<file path="src/tagged_value_alu_defines.svh">
// assertion macros for the tagged value alu
`ifndef TAGGED_VALUE_ALU_DEFINES_SVH
`define TAGGED_VALUE_ALU_DEFINES_SVH

// condition pre implies condition post in the same cycle
`define TVA_ASSERT_IMPLIES(lbl, pre, post) \
    lbl: assert property (@(posedge clk) disable iff (!rst_n) (pre) |-> (post)) \
        else $error("tagged value alu check failed");

// condition never holds
`define TVA_ASSERT_NEVER(lbl, cond) \
    lbl: assert property (@(posedge clk) disable iff (!rst_n) !(cond)) \
        else $error("tagged value alu check failed");

`endif

</file>
<file path="src/tva_pkg.sv">
// shared types and codes of the tagged value alu
package tva_pkg;

    localparam int DATA_WIDTH_DEF = 32;
    localparam int FIFO_DEPTH_DEF = 4;

    typedef enum logic [3:0] {
        OP_NOT, OP_AND, OP_OR, OP_EQ, OP_NE, OP_GT, OP_LT,
        OP_GE, OP_LE, OP_ADD, OP_SUB, OP_MUL, OP_DIV, OP_MOD
    } op_t;

    localparam logic [1:0] TAG_INT  = 2'd0;
    localparam logic [1:0] TAG_BOOL = 2'd1;

    localparam logic [1:0] RES_INT  = 2'd0;
    localparam logic [1:0] RES_BOOL = 2'd1;
    localparam logic [1:0] RES_ERR  = 2'd2;

    localparam logic [1:0] ERR_NONE = 2'd0;
    localparam logic [1:0] ERR_TYPE = 2'd1;
    localparam logic [1:0] ERR_DIV0 = 2'd2;
    localparam logic [1:0] ERR_MOD0 = 2'd3;

    typedef enum logic [1:0] {KIND_SIMPLE, KIND_MUL, KIND_DIV, KIND_MOD} kind_t;

    typedef struct packed {
        kind_t      kind;
        logic       neg;
        logic [1:0] tag;
        logic [1:0] err;
    } ctrl_t;

    localparam int CTRL_W = $bits(ctrl_t);

endpackage

</file>
<file path="src/tva_fifo.sv">
// short register queue between front and back end
module tva_fifo #(
    parameter int WIDTH = 8,
    parameter int DEPTH = tva_pkg::FIFO_DEPTH_DEF
) (
    input  logic             clk,
    input  logic             rst_n,
    input  logic             push,
    input  logic [WIDTH-1:0] push_data,
    output logic             full,
    input  logic             pop,
    output logic             not_empty,
    output logic [WIDTH-1:0] pop_data
);
    localparam int PTR_W = (DEPTH > 1) ? $clog2(DEPTH) : 1;
    localparam int CNT_W = $clog2(DEPTH + 1);

    logic [WIDTH-1:0] mem_reg [DEPTH];
    logic [PTR_W-1:0] wptr_reg, rptr_reg;
    logic [CNT_W-1:0] count_reg;
    logic             do_push, do_pop;

    assign full      = (count_reg == CNT_W'(DEPTH));
    assign not_empty = (count_reg != '0);
    assign do_push   = push && !full;
    assign do_pop    = pop && not_empty;
    assign pop_data  = mem_reg[rptr_reg];

    always_ff @(posedge clk or negedge rst_n)
    begin
        if (!rst_n)
        begin
            wptr_reg  <= '0;
            rptr_reg  <= '0;
            count_reg <= '0;
        end
        else
        begin
            if (do_push)
            begin
                wptr_reg <= (wptr_reg == PTR_W'(DEPTH - 1)) ? '0 : wptr_reg + 1'b1;
            end
            if (do_pop)
            begin
                rptr_reg <= (rptr_reg == PTR_W'(DEPTH - 1)) ? '0 : rptr_reg + 1'b1;
            end
            if (do_push && !do_pop)
            begin
                count_reg <= count_reg + 1'b1;
            end
            else if (do_pop && !do_push)
            begin
                count_reg <= count_reg - 1'b1;
            end
        end
    end

    always_ff @(posedge clk)
    begin
        if (do_push)
        begin
            mem_reg[wptr_reg] <= push_data;
        end
    end

endmodule

</file>
<file path="config.mk">
export PLATFORM = sky130hd
export DESIGN_NAME = tva_fifo
export DESIGN_NICKNAME = d
export VERILOG_FILES = /design/src/tagged_value_alu_defines.svh /design/src/tva_pkg.sv /design/src/tva_fifo.sv
export SDC_FILE = /design/constraint.sdc
export NUM_CORES = 1
export LEC_CHECK = 0
export BUFFER_PORTS_ARGS = -buffer_cell sky130_fd_sc_hd__buf_2
export CORE_UTILIZATION = 25
export CTS_CLUSTER_SIZE = 25
export DETAILED_ROUTE_END_ITERATION = 8
export MAX_ROUTING_LAYER = met4
export PLACE_DENSITY = 0.52
export SLEW_MARGIN = 20
export SYNTH_ARGS = -nofsm -noshare
export SYNTH_HDL_FRONTEND = slang
export SYNTH_SLANG_ARGS = --single-unit
</file>
<file path="constraint.sdc">
create_clock -name clk -period 2.2 [get_ports clk]
set_input_delay 0.55 -clock clk [delete_from_list [all_inputs] [get_ports clk]]
set_output_delay 0.55 -clock clk [all_outputs]
set_load 0.02 [all_outputs]
</file>
Word level (Yosys, flattened, before mapping)
Memories as Yosys holds them, arrays and structs flattened.
Index checks and enable logic that the tools add are counted.
{"block": "totals", "register_bits": 7, "ramBits": 32, "input_bits": 12, "wordCells": 26, "memories": 1}
{"block": "classes", "addsub": 4, "n_eq_ne": 3, "n_mux": 6, "reduce_logical": 9}
{"memory": "mem_reg", "depth": 4, "width": 8, "read_ports": 1, "rd_ports_with_merged_regs": 0, "wr": 1, "line_no": "tva_fifo.sv:18", "rtl": "logic [WIDTH-1:0] mem_reg [DEPTH];"}
{"cell": "$mux W3", "n": 2}
{"cell": "$add A2 B1 Y2 const B", "n": 2}
{"cell": "$eq A2 B2 Y1 const B", "n": 2}
{"cell": "$logic_and A1 B1 Y1", "n": 4}
{"cell": "$mux W2", "n": 2}
{"cell": "$add A3 B1 Y3 const B", "n": 1}
{"cell": "$eq A3 B3 Y1 const B", "n": 1}
{"cell": "$logic_not A1 Y1", "n": 3}
{"cell": "$reduce_bool A3 Y1", "n": 1}
{"cell": "$sub A3 B1 Y3 const B", "n": 1}
{"cell": "$mux W1", "n": 2}
{"cell": "$reduce_bool A2 Y1", "n": 1}

Longest topological paths before layout
{"block": "depth", "word_depth": 7, "ltp_mapped": 8, "depth_no_buf": 8}

Worst setup path before layout
Ideal clock, no wire load.
{"block": "synth_path", "path_type": "register to register", "start": "reg count_reg[0]", "end": "reg count_reg[2]", "setup_time_ns": 0.079, "arrival_ns": 1.958, "path_slack_ns": 0.163, "path_stages_with_launch": 9, "synth_period_minus_slack_ns": 2.037, "cell_sequence": "dfrtp_1 or3_4 nand2_4 ha_1 inv_1 fa_1 xor2_1 nor2_1 xor2_1"}
{"block": "synth_between", "word_cells_on_any_way": 14, "cone_classes": "add/sub (2); eq/ne (1); mux (2); reduce/logical (9)"}
{"element": "start, declared", "line_no": "tva_fifo.sv:20", "rtl": "logic [CNT_W-1:0] count_reg;"}
{"element": "start signal, assigned", "line_no": "tva_fifo.sv:49", "rtl": "count_reg <= count_reg + 1'b1;"}
{"element": "start signal, assigned", "line_no": "tva_fifo.sv:53", "rtl": "count_reg <= count_reg - 1'b1;"}
{"element": "$reduce_bool A3 Y1 (*)", "line_no": "tva_fifo.sv:24", "rtl": "assign not_empty = (count_reg != '0);"}
{"element": "named net not_empty", "line_no": "tva_fifo.sv:12", "rtl": "output logic not_empty,"}
{"element": "$logic_and A1 B1 Y1 (*)", "line_no": "tva_fifo.sv:26", "rtl": "assign do_pop = pop && not_empty;"}
{"element": "$logic_not A1 Y1", "line_no": "tva_fifo.sv:47", "rtl": "if (do_push && !do_pop)"}
{"element": "$logic_and A1 B1 Y1", "line_no": "tva_fifo.sv:47"}
{"element": "$mux W3 / $reduce_bool A2 Y1 (equally long branches)"}
Mark *: on every way through the listed nets, which the timed path passes. The rest lies on a longest branch. The select of a mux whose other input is x is not followed.
A chain may end at the register's enable or synchronous reset.

Final worst setup path
{"block": "layout_path", "start": "reg count_reg[1]", "end": "reg count_reg[2]"}
{"block": "layout_between", "elab_chain_cells": 6, "word_cells_on_any_way": 14, "cone_classes": "add/sub (2); eq/ne (1); mux (2); reduce/logical (9)"}
{"element": "branches (longest 6 deep; another with $sub A3 B1 Y3)"}
Several ways; the timed one is not identified. The select of a mux whose other input is x is not followed.

==> metrics.cfg <==
[global_routing]
grt_pass1_wl_mm=4.360
grt_max_degree=13
antenna_found_initial=0
track_usage_pct=9.699
overflow=0
grt_pass1_vias=867

[layout]
fin_nets=128
multi_input_area_um2=452.9
area_growth_pct=22.16
fillers=594
largest_register_ffs=32
mostFrequentLayoutCells=32 x edfxtp_1, 21 x buf_2, 8 x mux4_2
diodes=0
layout_commonest_cell=edfxtp_1
ff_latch_area_um2=1140
drive_gt1_share_pct=45.45

[sta]
setup_tns_ps=0
period_minus_slack_ps=2101
worst_slew_pin_slew_ps=482.9
fmax_ghz=0.4760
hold_violations=0
final-setup-viol-count=0
slew-limit-headroom_pct=67.80
rsz0062_at_grt=false
clock_skew_ps=9.201
slew_violations=0
finalCritPeriodShare_pct=95.49

[placed_design]
detailed_place_hpwl_mm=1.789
place.port_buffers=21
finalWeightedCongestion=0.7204

[run]
drv_cap=0

[synth]
yosysTopAreaCellShare_pct=59.72
synth_area_leader_cell=edfxtp_1
ys_seq_area_share_pct=70.61
yosysWarnings=0
synth_cell_types=19
synth_nets=98
synth.ff_latch_count=39
syn-cell-area_um2=1609
synthCells=79
avgSynthCellArea_um2=20.37
synth_area_leaders=edfxtp_1 60%, mux4_2 11%, dfrtp_1 11%, ha_1 4.7%, mux2_2 2.1%

[critical_path]
worstPathCellList=or3_4 > nand2_4 > ha_1 > inv_1 > fa_1 > xor2_1 > nor2_1 > xor2_1
worst_path_dominant_cell_family=simple AND/OR/NAND/NOR gates
slowest_stage=dfrtp_1
end_kind=flop
timing.rr.end=count_reg[2]$_DFFE_PN0P_
max_stage_delay_ps=450
cp.buffers_inverters=1
reg2reg_depth=8
path_max_fanout=4
worst-r2r-setup-slack_ps=100
start_kind=flop
crit_type=reg2reg
regToRegStartpoint=count_reg[1]$_DFFE_PN0P_
crit_arrival_ps=2300
crit_path_frequent_cell=xor2_1
cp.required_ps=2400

[clock_tree]
numCtsBuffers=5
clkLatencyLatePin_ps=280
post_cts_buffers=0
cts_resized=1
cts_sinks=39
cts.clk_slew.worst_paths_ps=80
clk_path_buf_depth=2
cts_hold_buf=0
htreeDepth=2
cts_root_buf=clkbuf_8
tritoncts=yes

[detailed_routing]
drt_iter0_markers=40
drt-met1-wl_mm=1.252
vias=776
wl_met3_um=100
drc_errors=0
wire_per_inst_um=14.43
drtAntennaViolNets=0
drt-total-wl_mm=2.669
wl_met2_mm=1.266
post_drt_via_cell_ratio=4.195
routed.top_layer=met4
detail_route.first_pass.iterations=3

[floorplan]
die_x_um=82.23
start_util_pct=26.55
rows=28
core-area_um2=6061
io_pins=22
die_h_um=82.23
dieArea_um2=6761

[run_status]
status=finished, final reports clean

[pwr]
leakagePower_nw=0.7364
ir_drop_mv=0.6484
finalPower_w=0.002769
p_per_area_nw_per_um2=1409

[min_path]
hp-class=in2async

==> metrics by stage <==
step / instance area (um2) / std cells / setup WS, ps / hold WS [ps] / utilization [%]
global route: 1966 / 185 / 20.77 / 85.46 / 32.43
floorplan: 1609 / 79 / 163.2 / 254.4 / -
detailed placement: 1829 / 177 / 117.2 / 403.1 / 30.18
finish: 1966 / 185 / 99.26 / 95.91 / 32.43
CTS: 1963 / 185 / 50.27 / 87.45 / 32.39
global placement: 1829 / 177 / 180.5 / 396.4 / 30.18
==> cell families after synthesis <==
logic type / count (synthesis) / share of synthesized area, %
flip-flops: 39 / 70.61
buffers and inverters: 5 / 1.244
AND/OR/NAND/NOR: 12 / 5.443
multiplexers: 13 / 15.16
XOR/XNOR: 3 / 1.633
adder cells (fa/ha/maj): 7 / 5.910
==> worst max-delay path by stage <==
stage / startpoint / end / slack [ps] / depth (start not counted)
finish: count_reg[1]$_DFFE_PN0P_ / count_reg[2]$_DFFE_PN0P_ / 100 / 8
floorplan: count_reg[0]$_DFFE_PN0P_ / count_reg[2]$_DFFE_PN0P_ / 160 / 8
CTS: rptr_reg[0]$_DFFE_PN0P_ / pop_data[5] / 50 / 2
global route: count_reg[1]$_DFFE_PN0P_ / count_reg[2]$_DFFE_PN0P_ / 20 / 8
global placement: count_reg[1]$_DFFE_PN0P_ / count_reg[2]$_DFFE_PN0P_ / 180 / 8
detailed placement: count_reg[1]$_DFFE_PN0P_ / count_reg[2]$_DFFE_PN0P_ / 120 / 8
==> routing by layer <==
layer / vias up / GRT usage [%]
li1: 359 / -
met1: 393 / 11.80
met2: 20 / 14.38
met3: 4 / 2.967
met4: 0 / 5.263
met5: - / -
==> final cells by class <==
| cell class | count | area share (%) |
|---|---|---|
| Timing Repair Buffer | 25 | 6.875 |
| Clock inverter | 2 | 3.055 |
| Inverter | 3 | 0.5729 |
| Tap cell | 75 | 4.774 |
| Clock buffer | 6 | 3.692 |
| Sequential cell | 39 | 57.99 |
| Multi-Input combinational cell | 35 | 23.04 |
==> synthesized netlist by cell type <==
cell,n
xnor2_1,1
edfxtp_1,32
nand2_4,1
clkbuf_1,1
nand2_1,1
xor2_1,2
mux2_4,2
fa_1,1
mux2_2,3
mux4_2,8
nor2_1,4
dfrtp_1,7
nor2b_2,1
buf_2,1
nor3b_4,1
and2_1,3
inv_1,3
or3_4,1
ha_1,6
==> power breakdown <==
part / switching [W] / internal, W / leakage, nW
Combinational: 0.000446 / 0.000462 / 0.297
Sequential: 0.000162 / 0.00101 / 0.374
Clock: 0.000239 / 0.000453 / 0.0654
Total: 0.000847 / 0.00192 / 0.736
(Power assumes the default switching activity.)
