### config.mk
export PLATFORM = sky130hd
export DESIGN_NAME = tva_front
export DESIGN_NICKNAME = d
export VERILOG_FILES = /design/src/tagged_value_alu_defines.svh /design/src/tva_pkg.sv /design/src/tva_front.sv
export SDC_FILE = /design/constraint.sdc
export NUM_CORES = 1
export LEC_CHECK = 0
export BUFFER_PORTS_ARGS = -buffer_cell sky130_fd_sc_hd__buf_2
export CAP_MARGIN = 25
export CORE_MARGIN = 2
export CORE_UTILIZATION = 55
export DETAILED_ROUTE_END_ITERATION = 8
export PLACE_DENSITY = 0.79
export SYNTH_ARGS = -nofsm -noshare
export SYNTH_HDL_FRONTEND = slang
export SYNTH_SLANG_ARGS = --single-unit
### constraint.sdc
create_clock -name clk -period 11 [get_ports clk]
set_input_delay 2.2 -clock clk [delete_from_list [all_inputs] [get_ports clk]]
set_output_delay 2.2 -clock clk [all_outputs]
set_load 0.01 [all_outputs]
### src/tagged_value_alu_defines.svh
// assertion macros for the tagged value alu
`ifndef TAGGED_VALUE_ALU_DEFINES_SVH
`define TAGGED_VALUE_ALU_DEFINES_SVH

// condition pre implies condition post in the same cycle
`define TVA_ASSERT_IMPLIES(lbl, pre, post) \
    lbl: assert property (@(posedge clk) disable iff (!rst_n) (pre) |-> (post)) \
        else $error("tagged value alu check failed");

// condition never holds
`define TVA_ASSERT_NEVER(lbl, cond) \
    lbl: assert property (@(posedge clk) disable iff (!rst_n) !(cond)) \
        else $error("tagged value alu check failed");

`endif

### src/tva_pkg.sv
// shared types and codes of the tagged value alu
package tva_pkg;

    localparam int DATA_WIDTH_DEF = 32;
    localparam int FIFO_DEPTH_DEF = 4;

    typedef enum logic [3:0] {
        OP_NOT, OP_AND, OP_OR, OP_EQ, OP_NE, OP_GT, OP_LT,
        OP_GE, OP_LE, OP_ADD, OP_SUB, OP_MUL, OP_DIV, OP_MOD
    } op_t;

    localparam logic [1:0] TAG_INT  = 2'd0;
    localparam logic [1:0] TAG_BOOL = 2'd1;

    localparam logic [1:0] RES_INT  = 2'd0;
    localparam logic [1:0] RES_BOOL = 2'd1;
    localparam logic [1:0] RES_ERR  = 2'd2;

    localparam logic [1:0] ERR_NONE = 2'd0;
    localparam logic [1:0] ERR_TYPE = 2'd1;
    localparam logic [1:0] ERR_DIV0 = 2'd2;
    localparam logic [1:0] ERR_MOD0 = 2'd3;

    typedef enum logic [1:0] {KIND_SIMPLE, KIND_MUL, KIND_DIV, KIND_MOD} kind_t;

    typedef struct packed {
        kind_t      kind;
        logic       neg;
        logic [1:0] tag;
        logic [1:0] err;
    } ctrl_t;

    localparam int CTRL_W = $bits(ctrl_t);

endpackage

### src/tva_front.sv
// front end: accepts items, checks tags, settles simple ops, prepares operands
module tva_front #(
    parameter int W = tva_pkg::DATA_WIDTH_DEF
) (
    input  logic                clk,
    input  logic                rst_n,
    input  logic                in_valid,
    output logic                in_stall,
    input  logic [3:0]          op,
    input  logic [1:0]          left_tag,
    input  logic signed [W-1:0] left_value,
    input  logic [1:0]          right_tag,
    input  logic signed [W-1:0] right_value,
    output logic                push_valid,
    input  logic                push_full,
    output tva_pkg::ctrl_t      push_ctrl,
    output logic [W-1:0]        push_a,
    output logic [W-1:0]        push_b
);
    import tva_pkg::*;

    logic         valid_reg;
    ctrl_t        ctrl_reg, ctrl_next;
    logic [W-1:0] a_reg, a_next;
    logic [W-1:0] b_reg, b_next;
    logic         advance;
    logic         both_bool, both_int, lnz, rnz, na, nb;
    logic [W-1:0] ma, mb;

    assign advance  = !valid_reg || !push_full;
    assign in_stall = valid_reg && push_full;

    assign both_bool = (left_tag == TAG_BOOL) && (right_tag == TAG_BOOL);
    assign both_int  = (left_tag == TAG_INT) && (right_tag == TAG_INT);
    assign lnz = |left_value;
    assign rnz = |right_value;
    assign na  = left_value[W-1];
    assign nb  = right_value[W-1];
    assign ma  = na ? (~left_value + 1'b1) : left_value;
    assign mb  = nb ? (~right_value + 1'b1) : right_value;

    always_comb
    begin
        ctrl_next.kind = KIND_SIMPLE;
        ctrl_next.neg  = 1'b0;
        ctrl_next.tag  = RES_ERR;
        ctrl_next.err  = ERR_TYPE;
        a_next = '0;
        b_next = '0;
        case (op_t'(op))
            OP_NOT:
            begin
                if (left_tag == TAG_BOOL)
                begin
                    ctrl_next.tag = RES_BOOL;
                    ctrl_next.err = ERR_NONE;
                    a_next = W'(!lnz);
                end
            end
            OP_AND, OP_OR:
            begin
                if (both_bool)
                begin
                    ctrl_next.tag = RES_BOOL;
                    ctrl_next.err = ERR_NONE;
                    a_next = (op_t'(op) == OP_AND) ? W'(lnz && rnz) : W'(lnz || rnz);
                end
            end
            OP_EQ, OP_NE, OP_GT, OP_LT, OP_GE, OP_LE:
            begin
                if (both_int)
                begin
                    ctrl_next.tag = RES_BOOL;
                    ctrl_next.err = ERR_NONE;
                    case (op_t'(op))
                        OP_EQ:   a_next = W'(left_value == right_value);
                        OP_NE:   a_next = W'(left_value != right_value);
                        OP_GT:   a_next = W'(left_value > right_value);
                        OP_LT:   a_next = W'(left_value < right_value);
                        OP_GE:   a_next = W'(left_value >= right_value);
                        default: a_next = W'(left_value <= right_value);
                    endcase
                end
            end
            OP_ADD, OP_SUB:
            begin
                if (both_int)
                begin
                    ctrl_next.tag = RES_INT;
                    ctrl_next.err = ERR_NONE;
                    a_next = (op_t'(op) == OP_ADD) ? (left_value + right_value)
                                                   : (left_value - right_value);
                end
            end
            OP_MUL:
            begin
                if (both_int)
                begin
                    ctrl_next.kind = KIND_MUL;
                    ctrl_next.tag  = RES_INT;
                    ctrl_next.err  = ERR_NONE;
                    a_next = left_value;
                    b_next = right_value;
                end
            end
            OP_DIV, OP_MOD:
            begin
                if (both_int)
                begin
                    if (!rnz)
                    begin
                        ctrl_next.err = (op_t'(op) == OP_DIV) ? ERR_DIV0 : ERR_MOD0;
                    end
                    else
                    begin
                        ctrl_next.kind = (op_t'(op) == OP_DIV) ? KIND_DIV : KIND_MOD;
                        ctrl_next.neg  = (op_t'(op) == OP_DIV) ? (na ^ nb) : na;
                        ctrl_next.tag  = RES_INT;
                        ctrl_next.err  = ERR_NONE;
                        a_next = ma;
                        b_next = mb;
                    end
                end
            end
            default:
            begin
                ctrl_next.err = ERR_TYPE;
            end
        endcase
    end

    always_ff @(posedge clk or negedge rst_n)
    begin
        if (!rst_n)
        begin
            valid_reg <= 1'b0;
        end
        else if (advance)
        begin
            valid_reg <= in_valid;
        end
    end

    always_ff @(posedge clk)
    begin
        if (advance && in_valid)
        begin
            ctrl_reg <= ctrl_next;
            a_reg    <= a_next;
            b_reg    <= b_next;
        end
    end

    assign push_valid = valid_reg;
    assign push_ctrl  = ctrl_reg;
    assign push_a     = a_reg;
    assign push_b     = b_reg;

endmodule

**Word level (Yosys, flattened, before mapping)**

Index checks and enable logic that the tools add are counted.

- Output and inout bits: 73
- Logic and storage cells: 86
- Register bits after elaboration: 72

- Order comparisons: 4
- $add $sub $neg: 4
- Multiplexer cells: 30
- Bitwise gates (word level): 3
- Eq/ne operators: 17
- Reductions and logical operators: 21

Operator list:

| kind | count |
|---|---|
| $mux W32 | 11 |
| $pmux W32 S6 | 1 |
| $add A32 B1 Y32 const B | 2 |
| $not A32 Y32 | 2 |
| $pmux W32 S2 | 1 |
| $reduce_or A32 Y1 | 2 |
| $add A32 B32 Y32 | 1 |
| $eq A32 B32 Y1 | 1 |
| $ge A32 B32 Y1 | 1 |
| $gt A32 B32 Y1 | 1 |
| $le A32 B32 Y1 | 1 |
| $lt A32 B32 Y1 | 1 |
| $ne A32 B32 Y1 | 1 |
| $sub A32 B32 Y32 | 1 |
| $eq A4 B4 Y1 const B | 6 |
| $pmux W2 S5 | 2 |
| $eq A4 B3 Y1 const B | 4 |
| $mux W4 | 4 |
| $eq A4 B2 Y1 const B | 2 |
| $mux W7 | 1 |
| $mux W1 | 6 |
| $reduce_or A2 Y1 | 3 |
| $reduce_or A6 Y1 | 1 |
| $logic_and A1 B1 Y1 | 5 |
| 13 further kinds | 18 |

**Longest topological paths before layout**

- Word-level depth: 6
- Gate-level depth with buffers: 13
- Gate-level depth less buffers: 13

**Least setup slack after synthesis**

OpenSTA, ideal clock, no wires.

- Path type: in2reg
- Start point: input push_full
- End point: register a_reg[0], in the netlist push_a[0] (enable)
- Data arrival time: 5.565 ns
- Stages on the path: 2
- Slack: 4.927 ns
- Data required time: 10.491 ns
- Buffers on the path: 0
- Cell sequence: and2_1 nor2b_1

- Longest elaborated chain between the ends: 3

Ends and longest elaborated chain:

| element | line | source |
|---|---|---|
| start: declaration | tva_front.sv:15 | `input logic push_full,` |
| $logic_not A1 Y1 | tva_front.sv:30 | `assign advance = !valid_reg \|\| !push_full;` |
| $logic_or A1 B1 Y1 | tva_front.sv:30 |  |
| $logic_and A1 B1 Y1 | tva_front.sv:146 | `if (advance && in_valid)` |
| end signal: assignment | tva_front.sv:149 | `a_reg <= a_next;` |
| end: declaration | tva_front.sv:24 | `logic [W-1:0] a_reg, a_next;` |

No other way between the ends.
A chain may end at the register's enable or synchronous reset.

**Final worst setup path**

- Start point: input right_value[3]
- End point: register a_reg[1], in the netlist push_a[1], data pin

- Longest elaborated chain between the ends: 4

Ends and longest elaborated chain:

| element | line | source |
|---|---|---|
| start: declaration | tva_front.sv:13 | `input logic signed [W-1:0] right_value,` |
| $reduce_or A32 Y1 | tva_front.sv:36 | `assign rnz = \|right_value;` |
| $mux W32 | tva_front.sv:110 | `if (!rnz)` |
| $mux W32 | tva_front.sv:108 | `if (both_int)` |
| $pmux W32 S6 | tva_front.sv:50 | `case (op_t'(op))` |
| named net a_next[1] | tva_front.sv:24 |  |

The timed path passes the listed nets, and every way through them passes these cells.

==> flow_metrics.tcl <==
set metrics [dict create \
    htree_levels 3 \
    setup_viol 0 \
    gp_congestion 0.9820 \
    grt_start_max_net_pins 72 \
    power.density_nw_per_um2 103.1 \
    dp_worst_setup_slack_ps 5158 \
    synth_cells 1050 \
    antenna_found_initial 2 \
    max_freq_mhz 178.5 \
    ys_ff_latch 72 \
    port_buffers 148 \
    setup_tns_ps 0 \
    grt_pass1_vias 8140 \
    initial_utilization 0.5592 \
    yosys.cell_types.count 71 \
    post-place-cells 1325 \
    setup_ws_ps 5396 \
    status "completed" \
    rows 44 \
    numCtsBuffers 9 \
    rsz0062_at_grt "false" \
    ctsResizeCount 0 \
    post_cts_buffers 0 \
    ys_warn_count 0 \
    yosysSeqAreaShare 0.2664 \
    design.portCount 149 \
    finalCritPeriodShare 0.5094 \
    viasPerCell 6.792 \
    finClkSkew_ps 11.19 \
    syn_nets 1193 \
    synth_edf_count 71 \
    cts_tree "yes" \
    synth.cell_area_um2 8097 \
    crit_path_max_fanout 40 \
    num_vias 9122 \
    die_w_um 125.3 \
    cpPeakStageDelay_ps 800 \
    slew_viol_final 0 \
    clk_latency_ps 350 \
    drv_cap 0 \
    dieHeight_um 125.3 \
    drcViolationCount 0 \
    crit_family "simple AND/OR/NAND/NOR gates" \
    crit_type "primary input to flip-flop" \
    globalRouteOverflowTotal 0 \
    worstPathBufferInverterCount 3 \
    grt_pass1_wl_mm 45.51 \
    hold_class "flip-flop to flip-flop" \
    p_leak_nw 3.747 \
    fin_cells 1343 \
    drtIter0Drc 1832 \
    period_needed_ps 5604 \
    dp_hpwl_mm 21.85 \
    totalWireLength_mm 29.54 \
    drive_gt1_frac 0.1711 \
    final_util 0.6390 \
    area_growth_pct 14.28 \
    cp_cell_sequence "buf_2 > nor4_1 > nand2_1 > nor4_2 > nand3_1 > nand2b_2 > inv_1 > buf_4 > and2_1 > a221o_1" \
    ir_drop_mv 0.07228 \
    finalHoldViolCount 0 \
    root_buffer "clkbuf_16" \
    core_um2 14480 \
    grt_usage 0.3673 \
    path_clk_slew_ps 70 \
    clkSinkCount 72 \
    critPathRequiredTime_ps 11110 \
    ys.flop_type "edfxtp_1" \
    dr.pass1.iters 6 \
    cts_buffer_depth 2 \
    critPathSlowestCell "nor4_1" \
    endpoint_kind "flip-flop" \
    max_slew_margin 0.3201 \
    cts.hold.buffers_added 0 \
    ant_nets 0 \
    start_kind "primary input" \
    cp.arrival_ps 5710 \
    syn_avg_cell_area_um2 7.711 \
    async_flop_share 0.01389 \
    final_nets 1295 \
    worst_pin_slew_ps 1020 \
    routedWlPerCell_um 22.00 \
    dieArea_um2 15710 \
]
cells in the mapped netlist (8+ instances only):
master | count | area (µm²)
a21oi_1 | 125 | 625.6
o21ai_0 | 116 | 580.6
nand2_1 | 77 | 289.0
edfxtp_1 | 71 | 2132
ha_1 | 65 | 813.3
clkbuf_1 | 64 | 240.2
inv_1 | 64 | 240.2
nor2_1 | 60 | 225.2
nor3_1 | 33 | 165.2
nand3_1 | 32 | 160.2
or3_1 | 26 | 162.7
xnor2_1 | 24 | 210.2
o31ai_1 | 22 | 165.2
nor2b_1 | 19 | 118.9
a21o_1 | 14 | 105.1
nand2b_1 | 14 | 87.58
o211ai_1 | 13 | 97.59
a31oi_1 | 12 | 75.07
o21bai_1 | 11 | 82.58
a211oi_1 | 10 | 75.07
nand4_1 | 10 | 62.56
o221ai_1 | 10 | 87.58
or4_1 | 10 | 75.07
nor3b_1 | 9 | 67.56
and3_1 | 8 | 50.05
or2_2 | 8 | 50.05
routing by layer:
| metal | vias up | track usage | share of wire | wire, µm |
|---|---|---|---|---|
| met5 | - | 0 | 0 | 0 |
| met2 | 695 | 0.5150 | 0.41 | 12040 |
| met1 | 4182 | 0.5392 | 0.41 | 12060 |
| li1 | 4143 | - | - | - |
| met4 | 0 | 0.1464 | 0.042 | 1255 |
| met3 | 102 | 0.09371 | 0.14 | 4192 |
worst register-to-register path, delay by kind of cell (launching register included):
family | cells | cell delay [ps]
AND/OR/NAND/NOR | 2 | 300
flip-flops | 1 | 370
buffers and inverters | 1 | 760
final timing paths:
kind / startpoint / endpoint / slack (ps) / cells past startpoint
setup / recovery: right_value[3] / push_a[1] / 5400 / 10
hold / removal: push_valid / push_valid / 720 / 2
setup reg to reg: push_valid / push_a[28] / 9130 / 3
hold reg to reg: push_valid / push_valid / 720 / 2
max in group asynchronous: rst_n / push_valid / 9300 / 1
min in group asynchronous: rst_n / push_valid / 1620 / 1
power by group:
part / leakage [nW] / switching (mW) / internal [mW]
clock: 0.163 / 0.130 / 0.206
sequential: 0.722 / 0.00391 / 0.315
combinational: 2.86 / 0.196 / 0.104
total: 3.75 / 0.329 / 0.625
layout make-up:
cell class                 instances  area, µm²
antenna                            2      5.005
clock buffer                      10      239.0
clock inverter                     6      91.34
fill                            1264       5226
inverter                          65      244.0
multi-input combinational        846       5463
sequential                        72       2157
tap                              184      230.2
timing repair buffer             158      823.3
through the flow:
| step | hold WS, ps | area [µm²] | power (mW) |
|---|---|---|---|
| finish | 719.7 | 9253 | 0.9539 |
| global route | 762.1 | 9248 | 0.9884 |
| global placement | 658.4 | 8902 | 0.6106 |
| detailed placement | 701.2 | 8917 | 0.6104 |
| floorplan | 728.7 | 8097 | 0.5101 |
| CTS | 716.3 | 9248 | 0.9424 |
flip-flops by register name (all words and copies together) (netlist names):
name,count
push_valid,1
push_a,32
push_ctrl,7
push_b,32
placed cells by master, fill, tap and decap left out, types with 5 or more instances in the layout:
cell type	Yosys	final
or2_2	8	8
xor2_1	7	7
a21o_1	14	14
o21ai_0	116	116
a31oi_1	12	12
and3_1	8	8
inv_1	64	64
o31ai_1	22	22
edfxtp_1	71	71
o211ai_1	13	13
a21oi_1	125	125
nor3b_1	9	8
o21ai_1	5	5
nand4_1	10	10
clkbuf_16	0	9
o31a_1	7	7
o22ai_1	6	6
buf_2	1	148
o221ai_1	10	10
nor2_1	60	60
and2_1	6	6
ha_1	65	65
nand3b_1	5	5
buf_4	0	9
o41ai_1	6	6
or3_1	26	26
o21bai_1	11	11
nand2b_1	14	13
o21a_1	7	7
nand2_1	77	77
nand3_1	32	32
or4_1	10	10
xnor2_1	24	24
nor2b_1	19	18
nor4_1	7	7
a211oi_1	10	10
nor3_1	33	32
mux2i_1	6	6
cell families (layout without fill, tap and decap cells):
family	after synthesis	after routing	synth area share
compound gates	404	404	0.3064
buf+inv	132	239	0.06135
fa+ha+maj	68	68	0.1066
flops	72	72	0.2664
simple gates	336	336	0.2168
mux	7	7	0.008809
other cells	0	2	0
xor+xnor	31	31	0.03353
Note: power is estimated with default switching activity, not from simulation.
